--- config.mk ---
export PLATFORM = sky130hd
export DESIGN_NAME = header_command_length_deframer
export DESIGN_NICKNAME = d
export VERILOG_FILES = /design/src/hw/rtl/hcl_pkg.sv /design/src/hw/rtl/hcl_csr.sv /design/src/hw/rtl/hcl_in_stage.sv /design/src/hw/rtl/hcl_parse.sv /design/src/hw/rtl/hcl_out_reg.sv /design/src/hw/rtl/header_command_length_deframer.sv
export SDC_FILE = /design/constraint.sdc
export NUM_CORES = 1
export LEC_CHECK = 0
export BUFFER_PORTS_ARGS = -buffer_cell sky130_fd_sc_hd__buf_2
export CORE_ASPECT_RATIO = 0.6
export CORE_MARGIN = 2
export CORE_UTILIZATION = 50
export CTS_BUF_LIST = sky130_fd_sc_hd__clkbuf_8 sky130_fd_sc_hd__clkbuf_16
export CTS_CLUSTER_DIAMETER = 80
export CTS_CLUSTER_SIZE = 14
export DETAILED_ROUTE_END_ITERATION = 10
export PLACE_DENSITY = 0.78
export SYNTH_ARGS = -nofsm -noshare
export SYNTH_HDL_FRONTEND = slang
export SYNTH_SLANG_ARGS = --single-unit
--- constraint.sdc ---
create_clock -name clock -period 3.3 [get_ports clock]
set_clock_uncertainty 0.1 [all_clocks]
set_input_delay 0.33 -clock clock [delete_from_list [all_inputs] [get_ports clock]]
set_output_delay 0.33 -clock clock [all_outputs]
set_load 0.01 [all_outputs]
--- src/hw/rtl/hcl_pkg.sv ---
`default_nettype none
package hcl_pkg;

   localparam int ByteWidth  = 8;
   localparam int CsrIdxWidth = 8;

   // Register indexes
   localparam logic [CsrIdxWidth-1:0] CSR_HEADER_FIRST  = 8'd0;
   localparam logic [CsrIdxWidth-1:0] CSR_HEADER_SECOND = 8'd1;
   localparam logic [CsrIdxWidth-1:0] CSR_HEADER_THIRD  = 8'd2;
   localparam logic [CsrIdxWidth-1:0] CSR_MAX_LENGTH    = 8'd3;

   // Register reset values
   localparam logic [ByteWidth-1:0] HEADER_FIRST_RST  = 8'h52;
   localparam logic [ByteWidth-1:0] HEADER_SECOND_RST = 8'h4F;
   localparam logic [ByteWidth-1:0] HEADER_THIRD_RST  = 8'h59;
   localparam logic [ByteWidth-1:0] MAX_LENGTH_RST    = 8'd64;

   typedef enum logic [1:0] {
      PHASE_HUNT,
      PHASE_COMMAND,
      PHASE_LENGTH,
      PHASE_PAYLOAD
   } phase_type;

   typedef struct packed {
      logic [ByteWidth-1:0] header_first;
      logic [ByteWidth-1:0] header_second;
      logic [ByteWidth-1:0] header_third;
      logic [ByteWidth-1:0] max_length;
   } cfg_type;

   typedef struct packed {
      logic [ByteWidth-1:0] command;
      logic [ByteWidth-1:0] packet_length;
      logic [ByteWidth-1:0] data_byte;
      logic [ByteWidth-1:0] byte_index;
      logic                 has_data;
      logic                 last;
   } result_type;

endpackage
`default_nettype wire

--- src/hw/rtl/hcl_csr.sv ---
`default_nettype none
module hcl_csr (
   input  wire logic                            clock,
   input  wire logic                            reset,
   input  wire logic                            csr_valid,
   input  wire logic [hcl_pkg::CsrIdxWidth-1:0] csr_index,
   input  wire logic [hcl_pkg::ByteWidth-1:0]   csr_data,
   output hcl_pkg::cfg_type                     cfg
);

   hcl_pkg::cfg_type cfg_ff;
   hcl_pkg::cfg_type cfg_in;

   // Register decode; unknown indexes are dropped
   always_comb begin
      cfg_in = cfg_ff;
      if (csr_valid) begin
         unique case (csr_index)
            hcl_pkg::CSR_HEADER_FIRST:  cfg_in.header_first  = csr_data;
            hcl_pkg::CSR_HEADER_SECOND: cfg_in.header_second = csr_data;
            hcl_pkg::CSR_HEADER_THIRD:  cfg_in.header_third  = csr_data;
            hcl_pkg::CSR_MAX_LENGTH:    cfg_in.max_length    = csr_data;
            default:                    cfg_in = cfg_ff;
         endcase
      end
   end

   always_ff @(posedge clock) begin
      if (reset) begin
         cfg_ff.header_first  <= hcl_pkg::HEADER_FIRST_RST;
         cfg_ff.header_second <= hcl_pkg::HEADER_SECOND_RST;
         cfg_ff.header_third  <= hcl_pkg::HEADER_THIRD_RST;
         cfg_ff.max_length    <= hcl_pkg::MAX_LENGTH_RST;
      end else begin
         cfg_ff <= cfg_in;
      end
   end

   assign cfg = cfg_ff;

endmodule
`default_nettype wire

--- src/hw/rtl/hcl_in_stage.sv ---
`default_nettype none
module hcl_in_stage (
   input  wire logic                          clock,
   input  wire logic                          reset,
   input  wire logic                          req_valid,
   input  wire logic [hcl_pkg::ByteWidth-1:0] req_rx_byte,
   input  wire logic                          take,
   output logic                               req_stall,
   output logic                               item_valid,
   output logic [hcl_pkg::ByteWidth-1:0]      item_byte
);

   logic                         valid_ff;
   logic                         valid_in;
   logic [hcl_pkg::ByteWidth-1:0] byte_ff;
   logic                         accept;

   // Slot is free when empty or when its item moves on this cycle
   assign req_stall = valid_ff && !take;
   assign accept    = req_valid && !req_stall;

   always_comb begin
      valid_in = valid_ff;
      if (accept) begin
         valid_in = 1'b1;
      end else if (take) begin
         valid_in = 1'b0;
      end
   end

   always_ff @(posedge clock) begin
      if (reset) begin
         valid_ff <= 1'b0;
      end else begin
         valid_ff <= valid_in;
      end
   end

   // Payload needs no reset
   always_ff @(posedge clock) begin
      if (accept) begin
         byte_ff <= req_rx_byte;
      end
   end

   assign item_valid = valid_ff;
   assign item_byte  = byte_ff;

endmodule
`default_nettype wire

--- src/hw/rtl/hcl_parse.sv ---
`default_nettype none
module hcl_parse (
   input  wire logic                          clock,
   input  wire logic                          reset,
   input  wire logic                          item_valid,
   input  wire logic [hcl_pkg::ByteWidth-1:0] item_byte,
   input  wire logic                          out_free,
   input  wire hcl_pkg::cfg_type              cfg,
   output logic                               take,
   output logic                               res_valid,
   output hcl_pkg::result_type                res
);

   hcl_pkg::phase_type            phase_ff, phase_in;
   logic [hcl_pkg::ByteWidth-1:0] prev_ff, prev_in;
   logic [hcl_pkg::ByteWidth-1:0] prev2_ff, prev2_in;
   logic [hcl_pkg::ByteWidth-1:0] cmd_ff, cmd_in;
   logic [hcl_pkg::ByteWidth-1:0] len_ff, len_in;
   logic [hcl_pkg::ByteWidth-1:0] pos_ff, pos_in;
   logic                          produces;
   logic                          fin;
   logic [hcl_pkg::ByteWidth:0]   pos_next;

   assign pos_next = {1'b0, pos_ff} + 9'd1;
   assign fin      = pos_next >= {1'b0, len_ff};

   // Does the pending byte yield a result
   always_comb begin
      unique case (phase_ff)
         hcl_pkg::PHASE_LENGTH:  produces = (item_byte == '0);
         hcl_pkg::PHASE_PAYLOAD: produces = 1'b1;
         default:                produces = 1'b0;
      endcase
   end

   assign take      = item_valid && (out_free || !produces);
   assign res_valid = take && produces;

   // Phase update and result formation
   always_comb begin
      phase_in = phase_ff;
      cmd_in   = cmd_ff;
      len_in   = len_ff;
      pos_in   = pos_ff;
      prev_in  = prev_ff;
      prev2_in = prev2_ff;
      res      = '0;
      res.command = cmd_ff;
      if (take) begin
         prev2_in = prev_ff;
         prev_in  = item_byte;
         unique case (phase_ff)
            hcl_pkg::PHASE_HUNT: begin
               if (item_byte == cfg.header_third && prev_ff == cfg.header_second &&
                   prev2_ff == cfg.header_first) begin
                  phase_in = hcl_pkg::PHASE_COMMAND;
               end
            end
            hcl_pkg::PHASE_COMMAND: begin
               cmd_in   = item_byte;
               phase_in = hcl_pkg::PHASE_LENGTH;
            end
            hcl_pkg::PHASE_LENGTH: begin
               if (item_byte == '0) begin
                  // empty packet: one result with last set
                  res.last = 1'b1;
                  phase_in = hcl_pkg::PHASE_HUNT;
                  cmd_in   = '0;
                  len_in   = '0;
                  pos_in   = '0;
               end else if (item_byte > cfg.max_length) begin
                  // too long: drop the frame
                  phase_in = hcl_pkg::PHASE_HUNT;
                  cmd_in   = '0;
                  len_in   = '0;
                  pos_in   = '0;
               end else begin
                  len_in   = item_byte;
                  pos_in   = '0;
                  phase_in = hcl_pkg::PHASE_PAYLOAD;
               end
            end
            hcl_pkg::PHASE_PAYLOAD: begin
               res.packet_length  = len_ff;
               res.data_byte      = item_byte;
               res.byte_index     = pos_ff;
               res.has_data       = 1'b1;
               res.last           = fin;
               if (fin) begin
                  phase_in = hcl_pkg::PHASE_HUNT;
                  cmd_in   = '0;
                  len_in   = '0;
                  pos_in   = '0;
               end else begin
                  pos_in = pos_next[hcl_pkg::ByteWidth-1:0];
               end
            end
            default: phase_in = hcl_pkg::PHASE_HUNT;
         endcase
      end
   end

   always_ff @(posedge clock) begin
      if (reset) begin
         phase_ff <= hcl_pkg::PHASE_HUNT;
         prev_ff  <= '0;
         prev2_ff <= '0;
         cmd_ff   <= '0;
         len_ff   <= '0;
         pos_ff   <= '0;
      end else begin
         phase_ff <= phase_in;
         prev_ff  <= prev_in;
         prev2_ff <= prev2_in;
         cmd_ff   <= cmd_in;
         len_ff   <= len_in;
         pos_ff   <= pos_in;
      end
   end

endmodule
`default_nettype wire

--- src/hw/rtl/hcl_out_reg.sv ---
`default_nettype none
module hcl_out_reg (
   input  wire logic                clock,
   input  wire logic                reset,
   input  wire logic                res_valid,
   input  wire hcl_pkg::result_type res,
   input  wire logic                rsp_stall,
   output logic                     out_free,
   output logic                     rsp_valid,
   output hcl_pkg::result_type      rsp
);

   logic                valid_ff;
   hcl_pkg::result_type res_ff;

   // Register can load when empty or drained this cycle
   assign out_free = !valid_ff || !rsp_stall;

   always_ff @(posedge clock) begin
      if (reset) begin
         valid_ff <= 1'b0;
      end else if (out_free) begin
         valid_ff <= res_valid;
      end
   end

   always_ff @(posedge clock) begin
      if (out_free && res_valid) begin
         res_ff <= res;
      end
   end

   assign rsp_valid = valid_ff;
   assign rsp       = res_ff;

endmodule
`default_nettype wire

--- src/hw/rtl/header_command_length_deframer.sv ---
// Packet deframer for a byte stream: hunts for a configurable three-byte sync header,
// then reads a command byte and a length byte, and streams each payload byte out as
// one result carrying command, length, index and a last mark on the final byte; a
// zero length gives a single empty result with last set, and a length above max_length
// drops the frame silently. One byte is taken every clock cycle while the result side
// keeps up; a byte goes from its input register through the parser into the result
// register, from which its result is offered to the receiver. Registers are
// written over the csr port (index 0..3: header_first, header_second, header_third,
// max_length); other indexes are ignored and csr_ready is always high.
`default_nettype none
module header_command_length_deframer (
   input  wire logic                            clock,
   input  wire logic                            reset,
   // byte input
   input  wire logic                            req_valid,
   output logic                                 req_stall,
   input  wire logic [hcl_pkg::ByteWidth-1:0]   req_rx_byte,
   // results
   output logic                                 rsp_valid,
   input  wire logic                            rsp_stall,
   output logic [hcl_pkg::ByteWidth-1:0]        rsp_command,
   output logic [hcl_pkg::ByteWidth-1:0]        rsp_packet_length,
   output logic [hcl_pkg::ByteWidth-1:0]        rsp_data_byte,
   output logic [hcl_pkg::ByteWidth-1:0]        rsp_byte_index,
   output logic                                 rsp_has_data,
   output logic                                 rsp_last,
   // configuration
   input  wire logic                            csr_valid,
   output logic                                 csr_ready,
   input  wire logic [hcl_pkg::CsrIdxWidth-1:0] csr_index,
   input  wire logic [hcl_pkg::ByteWidth-1:0]   csr_data
);

   hcl_pkg::cfg_type              cfg;
   hcl_pkg::result_type           res;
   hcl_pkg::result_type           rsp;
   logic                          item_valid;
   logic [hcl_pkg::ByteWidth-1:0] item_byte;
   logic                          take;
   logic                          res_valid;
   logic                          out_free;

   assign csr_ready = 1'b1;

   hcl_csr u_csr (
      .clock     (clock),
      .reset     (reset),
      .csr_valid (csr_valid),
      .csr_index (csr_index),
      .csr_data  (csr_data),
      .cfg       (cfg)
   );

   hcl_in_stage u_in_stage (
      .clock       (clock),
      .reset       (reset),
      .req_valid   (req_valid),
      .req_rx_byte (req_rx_byte),
      .take        (take),
      .req_stall   (req_stall),
      .item_valid  (item_valid),
      .item_byte   (item_byte)
   );

   hcl_parse u_parse (
      .clock      (clock),
      .reset      (reset),
      .item_valid (item_valid),
      .item_byte  (item_byte),
      .out_free   (out_free),
      .cfg        (cfg),
      .take       (take),
      .res_valid  (res_valid),
      .res        (res)
   );

   hcl_out_reg u_out_reg (
      .clock     (clock),
      .reset     (reset),
      .res_valid (res_valid),
      .res       (res),
      .rsp_stall (rsp_stall),
      .out_free  (out_free),
      .rsp_valid (rsp_valid),
      .rsp       (rsp)
   );

   assign rsp_command        = rsp.command;
   assign rsp_packet_length  = rsp.packet_length;
   assign rsp_data_byte      = rsp.data_byte;
   assign rsp_byte_index     = rsp.byte_index;
   assign rsp_has_data       = rsp.has_data;
   assign rsp_last           = rsp.last;

endmodule
`default_nettype wire

==> results.toml <==
[layout]
layout_commonest_cell = "dfxtp_1"
final_area_um2 = 6300
nets = 591
drive_gt1_frac = 0.249
antenna_cells = 0
nFillCells = 791
finalCoreUtilization = 0.638
area_delta_synth_final_pct = 23.6
final_cell_mix = "73 x dfxtp_1, 64 x buf_2, 63 x nor2_1, 42 x edfxtp_1, 32 x mux2i_1"

[global_routing]
busiest_layer = "met2"
met3_usage = 0.0525
grt_pass1_wl_um = 18400
use_met1 = 0.309
grt_usage = 0.222
grt_max_degree = 44
antenna_found_initial = 0
grt_pass1_vias = 3589
met2_usage = 0.344
overflow = 0

[logic_synthesis]
ys_ff_latch = 118
synth_area_per_cell_um2 = 11.1
syn-num-nets = 505
synth-seq-area-share = 0.546
synth_cell_types = 57
synth_flop_cell = "dfxtp_1"
synth_edf_count = 42
synth_area_um2 = 5100
ys_async_sr_fraction = 0
yosysWarnings = 0
syn-instance-count = 459

[routing]
drt-total-wl_um = 11900
drt-pass1-iter-count = 5
avgRoutedWirePerCell_um = 17.2
viasPerCell = 5.46
drtIter0Drc = 279
num_vias = 3787
final_antenna_net_count = 0
drc = 0

[power]
p_per_area_nw_per_um2 = 532
worst_ir_drop_vdd_uv = 382
p_leak_nw = 2.49

[run_status]
outcome = "finished, final reports clean"

[critical_path]
crit_path_frequent_cell = "ha_4"
rr_startpoint = "u_parse.pos_ff[1]"
path_cells = "ha_4, nand2_1, or3_4, and2_1, or2_4, ha_4, and4_4, a21o_1, a2111oi_4, nand3_2, and3b_2, buf_4, o22ai_2"
critPathArrivalTime_ps = 3420
r2r-end = "u_parse.cmd_ff[7]"
critPathMaxStageDelay_ps = 400
crit_required_ps = 3530
crit_family = "simple AND/OR/NAND/NOR gates"
critical_path_class = "flip-flop to flip-flop"
cp-end-kind = "flip-flop"
worst-r2r-setup-slack_ps = 120
critPathBufInv = 1
ff2ff_path_depth = 13
critPathSlowestCell = "a2111oi_4"
crit_fanout = 4
critPathLaunchType = "flip-flop"

[timing]
period_share = 0.965
slew-limit-headroom = 0.393
final.min_clock_period_ps = 3180
fmax_mhz = 314
maxSlewViolCount = 0
worstMarginPinSlew_ps = 904
setup_violations = 0
hold_viol = 0

[clocking]
h-tree-depth = 4
cts_buffers = 17
cts.sinks = 118
clk_path_buf_depth = 2
clkTransAtPathRegs_ps = 60
cts_tree = "built"
root_buffer = "clkbuf_16"
clkLatencyLatePin_ps = 410

[floorplanning]
io-pin-count = 66
core-area_um2 = 9880
rows = 28
die_h_um = 82.2
initial_core_util = 0.516
die_x_um = 134
die_area_um2 = 11100

[placement]
place_hpwl_um = 8120
place.gp.congestion = 0.873
port-buffer-count = 64
dpl-instance-area_um2 = 5610

[hold_path]
worstHoldEndpoint = "u_in_stage.item_byte[1]"
hp-class = "primary input to flip-flop"
hp-start = "req_rx_byte[1]"
hold_path_depth = 1

[job]
maxCapViolations = 0
==> state kept, by name, summed over array words and instances, names as in the netlist <==
signal	flops
u_parse.prev2_ff	8
u_in_stage.item_byte	8
u_parse.phase_ff	2
u_parse.len_ff	8
u_in_stage.item_valid	1
u_csr.cfg	32
u_out_reg.rsp	34
u_parse.prev_ff	8
u_out_reg.rsp_valid	1
u_parse.cmd_ff	8
u_parse.pos_ff	8
==> metal layers <==
metal | wire length, um | vias to the layer above
met1 | 5730 | 1828
met3 | 836 | 12
met5 | 0 | -
met2 | 5240 | 147
li1 | - | 1800
met4 | 104 | 0
==> power breakdown <==
part | switching [mW] | internal (mW)
Clock | 0.653 | 1.04
Combinational | 0.0637 | 0.0493
Sequential | 0.0266 | 1.51
==> timing repair <==
item | 4_1_cts | 5_1_grt
pin swaps | 0 | 5
hold buffers | 5 | 0
cloned | 0 | 1
endpoints found under the hold margin | 5 | 0
setup buffers | 0 | 3
gates resized for setup | 1 | 11
setup endpoints to repair | 1 | 22
==> through the flow <==
step / setup WS, ps / cells / total power, mW / setup TNS, ps / hold slack, ps
2_1_floorplan: 18.9 / 459 / 1.62 / 0 / 309
3_3_place_gp: 48.5 / 652 / 1.67 / 0 / 327
3_5_place_dp: -0.848 / 652 / 1.67 / -0.848 / 333
4_1_cts: 14.0 / 689 / 3.36 / 0 / 3.96
5_1_grt: -27.7 / 693 / 3.44 / -55.5 / 2.14
6_report: 115 / 693 / 3.35 / 0 / 14.2
==> how the worst max path moves through the flow <==
stage / startpoint / endpoint / slack (ps) / cells past startpoint
2_1_floorplan: u_parse.pos_ff[1] / u_parse.pos_ff[4] / 20 / 13
3_3_place_gp: u_parse.pos_ff[1] / u_parse.pos_ff[4] / 50 / 12
3_5_place_dp: u_parse.pos_ff[1] / u_parse.pos_ff[3] / -0.8 / 12
4_1_cts: u_parse.pos_ff[1] / u_parse.cmd_ff[0] / 10 / 12
5_1_grt: u_parse.pos_ff[1] / u_parse.len_ff[4] / -30 / 13
6_report: u_parse.pos_ff[1] / u_parse.cmd_ff[7] / 120 / 13
==> area by class of cell <==
type | instances | area (um2) | share of cell area
tap | 135 | 169 | 0.0268
multi-input combinational | 297 | 2200 | 0.349
timing repair buffer | 87 | 505 | 0.0802
sequential | 118 | 2790 | 0.442
clock inverter | 14 | 114 | 0.0181
clock buffer | 18 | 439 | 0.0697
inverter | 24 | 90.1 | 0.0143
==> cell families after synthesis <==
family          after synthesis  share of synthesized area
xor+xnor                     29                     0.0498
flops                       118                      0.546
fa+ha+maj                    17                     0.0417
other cells                   1                   0.000735
mux                          32                     0.0628
compound gates               71                      0.107
buf+inv                      45                     0.0388
simple gates                146                      0.153
==> synth_stat cells, drive strengths merged (11+ instances only) <==
cell | n | area (um2)
dfxtp | 76 | 1520
nor2 | 64 | 243
edfxtp | 42 | 1260
mux2i | 32 | 320
and2 | 27 | 173
inv | 24 | 90.1
a21oi | 17 | 88.8
ha | 17 | 213
xnor2 | 16 | 140
a22o | 15 | 131
clkbuf | 14 | 52.6
a211o | 13 | 115
xor2 | 13 | 114
nand2 | 11 | 41.3
==> worst register-to-register path, stage by stage (launching register included) <==
cell and delay, ps:
dfxtp_2 340, ha_4 130, nand2_1 60, or3_4 360, and2_1 180, or2_4 260
ha_4 210, and4_4 170, a21o_1 190, a2111oi_4 400, nand3_2 170, and3b_2 280
buf_4 140, o22ai_2 110
(Power assumes the default switching activity.)
